[config.mk]
export PLATFORM = sky130hd
export DESIGN_NAME = bfs_shortest_hop_count_top
export DESIGN_NICKNAME = d
export VERILOG_FILES = /design/src/bfs_pkg.sv /design/src/bfs_adj_mem.sv /design/src/bfs_shortest_hop_count_top.sv
export SDC_FILE = /design/constraint.sdc
export NUM_CORES = 2
export LEC_CHECK = 0
export BUFFER_PORTS_ARGS = -buffer_cell sky130_fd_sc_hd__buf_2
export CAP_MARGIN = 20
export CORE_ASPECT_RATIO = 1.75
export CORE_MARGIN = 5
export CORE_UTILIZATION = 35
export DETAILED_ROUTE_END_ITERATION = 6
export PLACE_DENSITY = 0.5
export SLEW_MARGIN = 20
export SYNTH_ARGS = -nofsm -noshare
export SYNTH_HDL_FRONTEND = slang
export SYNTH_MEMORY_MAX_BITS = 65536
export SYNTH_SLANG_ARGS = --single-unit
[constraint.sdc]
create_clock -name clk_i -period 7.1 [get_ports clk_i]
set_input_delay 1.42 -clock clk_i [delete_from_list [all_inputs] [get_ports clk_i]]
set_output_delay 1.42 -clock clk_i [all_outputs]
set_load 0.05 [all_outputs]
[src/bfs_pkg.sv]
// ----------------------------------------------------------------------------
// bfs_pkg: shared types and constants for the shortest hop count block
// Holds the request and result payloads, the operation codes and the
// command group that drives the adjacency memory.
// ----------------------------------------------------------------------------
package bfs_pkg;

  localparam int NODE_W = 6;
  localparam int CNT_W = 7;
  localparam int NODE_LIMIT = 2 ** NODE_W;
  localparam logic [CNT_W-1:0] NODE_COUNT_RST = 7'd64;

  typedef enum logic [1:0] {
    OP_CLEAR = 2'd0,
    OP_ADD   = 2'd1,
    OP_QUERY = 2'd2
  } op_e;

  typedef struct packed {
    op_e              op;
    logic [NODE_W-1:0] node_a;
    logic [NODE_W-1:0] node_b;
  } bfs_req_t;

  typedef struct packed {
    logic [NODE_W-1:0] intermediate_count;
    logic              unreachable;
  } bfs_res_t;

  // Commands to the adjacency memory; at most one is set in a cycle.
  typedef struct packed {
    logic rd;
    logic wr;
    logic clr;
  } adj_cmd_t;

endpackage

[src/bfs_adj_mem.sv]
// ----------------------------------------------------------------------------
// bfs_adj_mem: adjacency matrix storage
// One row per node in a synchronous memory with a registered read. A valid
// bit per row lets a graph clear take effect at once; invalid rows read zero.
// ----------------------------------------------------------------------------
module bfs_adj_mem #(
  parameter int N  = 64,
  parameter int AW = 6
) (
  input  logic               clk_i,
  input  logic               rst_ni,
  input  bfs_pkg::adj_cmd_t  cmd_i,
  input  logic [AW-1:0]      addr_i,
  input  logic [N-1:0]       wdata_i,
  output logic [N-1:0]       rdata_o
);
  import bfs_pkg::*;

  logic [N-1:0] mem [N];
  logic [N-1:0] rdata_q;
  logic [N-1:0] row_valid_q;
  logic         rvalid_q;

  always_ff @(posedge clk_i) begin
    if (cmd_i.wr) begin
      mem[addr_i] <= wdata_i;
    end
    if (cmd_i.rd) begin
      rdata_q <= mem[addr_i];
    end
  end

  always_ff @(posedge clk_i or negedge rst_ni) begin
    if (!rst_ni) begin
      row_valid_q <= '0;
      rvalid_q    <= 1'b0;
    end else begin
      if (cmd_i.clr) begin
        row_valid_q <= '0;
      end else if (cmd_i.wr) begin
        row_valid_q[addr_i] <= 1'b1;
      end
      if (cmd_i.rd) begin
        rvalid_q <= row_valid_q[addr_i];
      end
    end
  end

  assign rdata_o = rvalid_q ? rdata_q : '0;

endmodule

[src/bfs_shortest_hop_count_top.sv]
// ----------------------------------------------------------------------------
// bfs_shortest_hop_count_top: shortest hop count by breadth-first search
// Keeps an undirected graph in an adjacency memory and answers hop count
// queries with a search FIFO held in a second memory.
// ----------------------------------------------------------------------------
// Usage: a request on req_i is taken at a clock edge where start is high and
// busy is low. A clear request gives no result and does not raise busy. An
// add request updates both rows of the edge by read-modify-write (S_ADD_RA,
// S_ADD_WA, S_ADD_RB, S_ADD_WB) and gives no result. A query gives one result
// on res_o, marked by done_o for exactly one cycle; the receiver cannot hold
// it off. A query whose source equals its destination or is out of range is
// answered straight from idle. Otherwise each popped node that is not the
// destination passes S_POP (FIFO read), S_LOAD (row read), S_ROW (row capture)
// and S_SCAN, which pushes its pending neighbors one at a time and then goes
// back to S_POP; the search ends in S_POP on an empty FIFO or in S_LOAD on a
// match. The single read port of each memory sets this order of steps.
// done_o is high in the first cycle that busy is low again, so the next
// request can be taken in that cycle.
// node_count is written through cfg_we_i/cfg_wdata_i; write it only while the
// block is idle, which the block itself does not enforce.
// Reset empties the graph, sets node_count to 64 and returns to idle.
// ----------------------------------------------------------------------------
module bfs_shortest_hop_count_top #(
  parameter int MAX_NODES = 64
) (
  input  logic                       clk_i,
  input  logic                       rst_ni,
  input  logic                       start,
  output logic                       busy,
  input  bfs_pkg::bfs_req_t          req_i,
  output logic                       done_o,
  output bfs_pkg::bfs_res_t          res_o,
  input  logic                       cfg_we_i,
  input  logic [bfs_pkg::CNT_W-1:0]  cfg_wdata_i
);
  import bfs_pkg::*;

  // Only nodes that fit the request fields can ever carry edges.
  localparam int NODES = (MAX_NODES < NODE_LIMIT) ? MAX_NODES : NODE_LIMIT;
  localparam int AW = $clog2(NODES);
  localparam int PW = $clog2(NODES + 1);
  localparam int FW = NODE_W + AW;

  typedef enum logic [8:0] {
    S_IDLE   = 9'b000000001,
    S_ADD_RA = 9'b000000010,
    S_ADD_WA = 9'b000000100,
    S_ADD_RB = 9'b000001000,
    S_ADD_WB = 9'b000010000,
    S_POP    = 9'b000100000,
    S_LOAD   = 9'b001000000,
    S_ROW    = 9'b010000000,
    S_SCAN   = 9'b100000000
  } state_e;

  state_e state_q, state_d;

  logic [CNT_W-1:0]  node_count_q;
  logic [NODE_W-1:0] a_q, a_d;
  logic [NODE_W-1:0] b_q, b_d;
  logic [NODES-1:0]  visited_q, visited_d;
  logic [NODES-1:0]  cand_q, cand_d;
  logic [NODE_W-1:0] len_q, len_d;
  logic [PW-1:0]     head_q, head_d;
  logic [PW-1:0]     tail_q, tail_d;
  logic              done_q, done_d;
  bfs_res_t          res_q, res_d;

  adj_cmd_t          adj_cmd;
  logic [AW-1:0]     adj_addr;
  logic [NODES-1:0]  adj_wdata;
  logic [NODES-1:0]  adj_rdata;

  logic [FW-1:0]     fifo_mem [NODES];
  logic [FW-1:0]     fifo_rdata_q;
  logic              fifo_we;
  logic              fifo_re;
  logic [AW-1:0]     fifo_waddr;
  logic [FW-1:0]     fifo_wdata;

  logic [NODES-1:0]  lim_mask;
  logic [AW-1:0]     pick;
  logic [AW-1:0]     pop_node;
  logic [NODE_W-1:0] pop_len;
  logic              accept;

  assign accept   = start && !busy;
  assign busy     = (state_q != S_IDLE);
  assign pop_node = fifo_rdata_q[AW-1:0];
  assign pop_len  = fifo_rdata_q[FW-1:AW];

  always_comb begin
    for (int j = 0; j < NODES; j++) begin
      lim_mask[j] = (CNT_W'(j) < node_count_q);
    end
  end

  // Lowest pending neighbor goes into the FIFO first, as in a plain scan.
  always_comb begin
    pick = '0;
    for (int j = NODES - 1; j >= 0; j--) begin
      if (cand_q[j]) begin
        pick = AW'(j);
      end
    end
  end

  bfs_adj_mem #(
    .N  (NODES),
    .AW (AW)
  ) u_adj_mem (
    .clk_i   (clk_i),
    .rst_ni  (rst_ni),
    .cmd_i   (adj_cmd),
    .addr_i  (adj_addr),
    .wdata_i (adj_wdata),
    .rdata_o (adj_rdata)
  );

  always_ff @(posedge clk_i) begin
    if (fifo_we) begin
      fifo_mem[fifo_waddr] <= fifo_wdata;
    end
    if (fifo_re) begin
      fifo_rdata_q <= fifo_mem[head_q[AW-1:0]];
    end
  end

  always_comb begin
    state_d    = state_q;
    a_d        = a_q;
    b_d        = b_q;
    visited_d  = visited_q;
    cand_d     = cand_q;
    len_d      = len_q;
    head_d     = head_q;
    tail_d     = tail_q;
    done_d     = 1'b0;
    res_d      = res_q;
    adj_cmd    = '0;
    adj_addr   = '0;
    adj_wdata  = '0;
    fifo_we    = 1'b0;
    fifo_re    = 1'b0;
    fifo_waddr = '0;
    fifo_wdata = '0;

    unique case (state_q)
      S_IDLE: begin
        if (accept) begin
          a_d = req_i.node_a;
          b_d = req_i.node_b;
          unique case (req_i.op)
            OP_CLEAR: begin
              adj_cmd.clr = 1'b1;
              visited_d   = '0;
            end
            OP_ADD: begin
              if (int'(req_i.node_a) < NODES && int'(req_i.node_b) < NODES) begin
                state_d = S_ADD_RA;
              end
            end
            OP_QUERY: begin
              if (req_i.node_a == req_i.node_b) begin
                done_d = 1'b1;
                res_d  = '{intermediate_count: '0, unreachable: 1'b0};
              end else if (int'(req_i.node_a) >= NODES) begin
                done_d = 1'b1;
                res_d  = '{intermediate_count: '0, unreachable: 1'b1};
              end else begin
                visited_d = '0;
                visited_d[req_i.node_a[AW-1:0]] = 1'b1;
                fifo_we    = 1'b1;
                fifo_waddr = '0;
                fifo_wdata = {NODE_W'(0), req_i.node_a[AW-1:0]};
                head_d     = '0;
                tail_d     = PW'(1);
                state_d    = S_POP;
              end
            end
            default: begin
            end
          endcase
        end
      end
      S_ADD_RA: begin
        adj_cmd.rd = 1'b1;
        adj_addr   = a_q[AW-1:0];
        state_d    = S_ADD_WA;
      end
      S_ADD_WA: begin
        adj_cmd.wr = 1'b1;
        adj_addr   = a_q[AW-1:0];
        adj_wdata  = adj_rdata | (NODES'(1) << b_q[AW-1:0]);
        state_d    = S_ADD_RB;
      end
      S_ADD_RB: begin
        adj_cmd.rd = 1'b1;
        adj_addr   = b_q[AW-1:0];
        state_d    = S_ADD_WB;
      end
      S_ADD_WB: begin
        adj_cmd.wr = 1'b1;
        adj_addr   = b_q[AW-1:0];
        adj_wdata  = adj_rdata | (NODES'(1) << a_q[AW-1:0]);
        state_d    = S_IDLE;
      end
      S_POP: begin
        if (head_q == tail_q) begin
          done_d  = 1'b1;
          res_d   = '{intermediate_count: '0, unreachable: 1'b1};
          state_d = S_IDLE;
        end else begin
          fifo_re = 1'b1;
          head_d  = head_q + PW'(1);
          state_d = S_LOAD;
        end
      end
      S_LOAD: begin
        if (NODE_W'(pop_node) == b_q) begin
          // Source differs from destination, so the hop length is at least one.
          done_d  = 1'b1;
          res_d   = '{intermediate_count: pop_len - NODE_W'(1), unreachable: 1'b0};
          state_d = S_IDLE;
        end else begin
          adj_cmd.rd = 1'b1;
          adj_addr   = pop_node;
          len_d      = pop_len;
          state_d    = S_ROW;
        end
      end
      S_ROW: begin
        cand_d  = adj_rdata & ~visited_q & lim_mask;
        state_d = S_SCAN;
      end
      S_SCAN: begin
        if (cand_q == '0) begin
          state_d = S_POP;
        end else begin
          fifo_we        = 1'b1;
          fifo_waddr     = tail_q[AW-1:0];
          fifo_wdata     = {len_q + NODE_W'(1), pick};
          tail_d         = tail_q + PW'(1);
          visited_d[pick] = 1'b1;
          cand_d[pick]   = 1'b0;
        end
      end
      default: begin
        state_d = S_IDLE;
      end
    endcase
  end

  always_ff @(posedge clk_i or negedge rst_ni) begin
    if (!rst_ni) begin
      state_q      <= S_IDLE;
      node_count_q <= NODE_COUNT_RST;
      visited_q    <= '0;
      head_q       <= '0;
      tail_q       <= '0;
      done_q       <= 1'b0;
    end else begin
      state_q   <= state_d;
      visited_q <= visited_d;
      head_q    <= head_d;
      tail_q    <= tail_d;
      done_q    <= done_d;
      if (cfg_we_i) begin
        node_count_q <= cfg_wdata_i;
      end
    end
  end

  always_ff @(posedge clk_i) begin
    a_q    <= a_d;
    b_q    <= b_d;
    cand_q <= cand_d;
    len_q  <= len_d;
    res_q  <= res_d;
  end

  assign done_o = done_q;
  assign res_o  = res_q;

  // The result strobe only follows a finished request, with the block idle.
  a_done_idle: assert property (@(posedge clk_i) disable iff (!rst_ni)
    done_o |-> !busy)
    else $error("result strobe while a request is in progress");

  a_fifo_order: assert property (@(posedge clk_i) disable iff (!rst_ni)
    (head_q <= tail_q) && (int'(tail_q) <= NODES))
    else $error("search FIFO pointers out of order");

  a_unreach_zero: assert property (@(posedge clk_i) disable iff (!rst_ni)
    (done_o && res_o.unreachable) |-> (res_o.intermediate_count == '0))
    else $error("unreachable result carries a nonzero count");

  a_scan_fresh: assert property (@(posedge clk_i) disable iff (!rst_ni)
    (state_q == S_SCAN) |-> ((cand_q & visited_q) == '0))
    else $error("candidate neighbor already visited");

endmodule

==> flow_summary.ini <==
[route]
ant_nets = 0
drc = 0
wl_per_cell_um = 42.9
dr.pass1.iters = 7
totalWireLength_mm = 867
vias = 128000
drtIter0Drc = 18500
viasPerCell = 6.33

[floorplan]
num_rows = 366
dieArea_um2 = 583000
fp.dieW_um = 579
coreArea_um2 = 566000
initial_core_util_pct = 35.1
io_pins = 34
die_height_mm = 1.01

[logic_synthesis]
synth_edf_count = 5029
synth_area_um2 = 199000
synthFlopType = edfxtp_1
yosys.cell_count.top_type = edfxtp_1
synth_top_area_cell = edfxtp_1
ys_ff_latch = 5189
yosys-top-cells-count = edfxtp_1 (5029), nand2_1 (1166), a21oi_1 (815)
synth.avg_cell_area_um2 = 16.7
postSynth.asyncResetShare_pct = 3.08
yosysSeqAreaShare_pct = 78.1
synth_fp_nets = 11900
synth_top_area_share_pct = 76.0
yosysUniqueCellTypes = 89
synthTopCellsByArea = edfxtp_1 (76%), mux4_2 (2.9%), a22oi_1 (2.3%), nand2_1 (2.2%), a21oi_1 (2.1%)
synth_warnings = 0
syn_inst = 11900

[placed_design]
place_area_um2 = 213000
io_buffer_count = 33
finalWeightedCongestion = 0.899
post-dp-hpwl_mm = 508
dpl.cell_count = 19300
dpl_worst_slack_ns = 1.08

[global_routing]
grt_max_degree = 104
grt_pass1_wl_mm = 1140
grt_pass1_vias = 125000
grt_antenna_before_repair = 40
grt_overflow_total = 0
grt_usage_pct = 28.8

[min_path]
min_path_type = in2async

[sta]
hold-worst-slack_ns = 0.370
post-route-period-util_pct = 83.7
setup-violations-final = 0
tightest_slew_ns = 1.40
rsz0062_at_grt = false
final.setup.worst_slack_ns = 1.16
fmax_mhz = 168
setup_tns_ns = 0
finalHoldViolCount = 0
clock_skew_ns = 0.0861
post-route-min-period_ns = 5.94
slew_violations = 0
slew_headroom_pct = 6.65

[cells_and_area]
fin_util_pct = 40.3
syn_to_final_growth_pct = 15.0
fin_nets = 12300
fin_cells = 20200
nFillCells = 51100
multi_input_area_um2 = 41500
drive_gt1_share_pct = 15.1
finish.instance_area_um2 = 228000
seq_area_um2 = 155000

[critical_path]
cp_slowest_cell = a211oi_1
endpoint_kind = register
cp_data_required_time_ns = 7.84
critPathMaxFanout = 64
crit_chain = or4_1 -> nor4_4 -> a22oi_2 -> buf_4 -> nand2_8 -> buf_4 -> nor3_4 -> buf_12 -> a22oi_1 -> nand2_1 -> o31a_1 -> a211oi_1 -> o311ai_1
critical_path_buf_inv_count = 3
crit_top_cell = buf_4
max_stage_delay_ns = 0.73
path_class = reg2reg
cp.arrival_ns = 6.69
worst_setup_path_start_kind = register
cp_top_family = compound AO/OA/AOI/OAI gates

[clocking]
clk_path_buf_depth = 4
insertion_delay_ns = 1.06
htreeDepth = 5
cts_tree = yes
numCtsBuffers = 449
clkTransAtPathRegs_ns = 0.07
cts_resized = 0
post_cts.repair.setup_buffers = 0
cts_hold_buf = 0
clock-sinks = 5189
clockRootBuffer = clkbuf_16

[pwr]
power.leakage_nw = 67.5
powerDensity_nw_per_um2 = 273
total_power_mw = 62.3
ir_worst_vdd_uv = 221

[job]
drv_cap = 0

[status]
status = finished clean
[final cells by class]
type | instances | area share [%]
Clock buffer | 543 | 5.11
Tap cell | 7544 | 4.13
Sequential cell | 5189 | 67.9
Timing Repair Buffer | 679 | 3.15
Inverter | 45 | 0.0740
Multi-Input combinational cell | 5891 | 18.2
Clock inverter | 292 | 1.45
Antenna cell | 25 | 0.0274
[routing by layer]
metal | track usage (%) | vias up | wire [um]
met3 | 5.13 | 2634 | 76600
met2 | 48.0 | 8937 | 418000
li1 | - | 48900 | -
met4 | 24.6 | 16 | 92400
met1 | 31.9 | 67400 | 280000
met5 | 0 | - | 123
[state kept, by name (all words and copies together) (netlist names), 9 cells and up]
name                   flops
u_adj_mem.rdata_q         64
u_adj_mem.row_valid_q     64
fifo_rdata_q              12
fifo_mem                 768
state_q                    9
cand_q                    64
visited_q                 64
u_adj_mem.mem           4096
[worst register-to-register path, delay by kind of cell (launching register included)]
family,cells,cell delay (ns)
buffers and inverters,3,1.03
and+or+nand+nor,5,1.86
DFF,1,0.46
AOI/OAI and AO/OA,5,2.36
[final timing paths]
path	startpoint	end	slack, ns	cells after the start
max	state_q[5]$_DFFE_PN0P_	u_adj_mem.rdata_q[22]$_DFFE_PP_	1.16	13
min	rst_ni	u_adj_mem.row_valid_q[15]$_DFFE_PN0P_	0.37	1
max reg2reg	state_q[5]$_DFFE_PN0P_	u_adj_mem.rdata_q[22]$_DFFE_PP_	1.16	13
min reg2reg	visited_q[43]$_DFFE_PN0P_	visited_q[43]$_DFFE_PN0P_	0.48	2
max in group asynchronous	rst_ni	u_adj_mem.rvalid_q$_DFFE_PN0P_	5.28	2
min in group clk_i	visited_q[43]$_DFFE_PN0P_	visited_q[43]$_DFFE_PN0P_	0.48	2
[cells in the final DEF, fill, tap and decap left out, drive strengths merged, types with 269 or more instances in the layout]
cell    synthesis  final
nand2        1171   1171
nor2          474    474
buf           446    676
o21ai         293    293
a22oi         618    618
edfxtp       5029   5029
clkbuf        345    546
a22o          269    269
a221oi        350    350
a21oi         816    816
[where the power goes]
group          internal (mW)  leakage [nW]  total (mW)  switching (mW)
Clock                   13.8          7.28        25.6            11.8
Combinational          0.967          16.6        3.37            2.40
Sequential              33.2          43.6        33.4           0.161
[kinds of logic (layout without fill, tap and decap cells)]
family | count (synthesis) | after routing | synth area share [%]
compound gates | 3179 | 3179 | 11.2
xor+xnor | 37 | 37 | 0.163
fa+ha+maj | 4 | 4 | 0.0252
buf+inv | 836 | 1559 | 1.89
flops | 5189 | 5189 | 78.1
mux | 391 | 391 | 3.59
other cells | 0 | 25 | 0
simple gates | 2280 | 2280 | 5.10
Note: power is estimated with default switching activity, not from simulation.
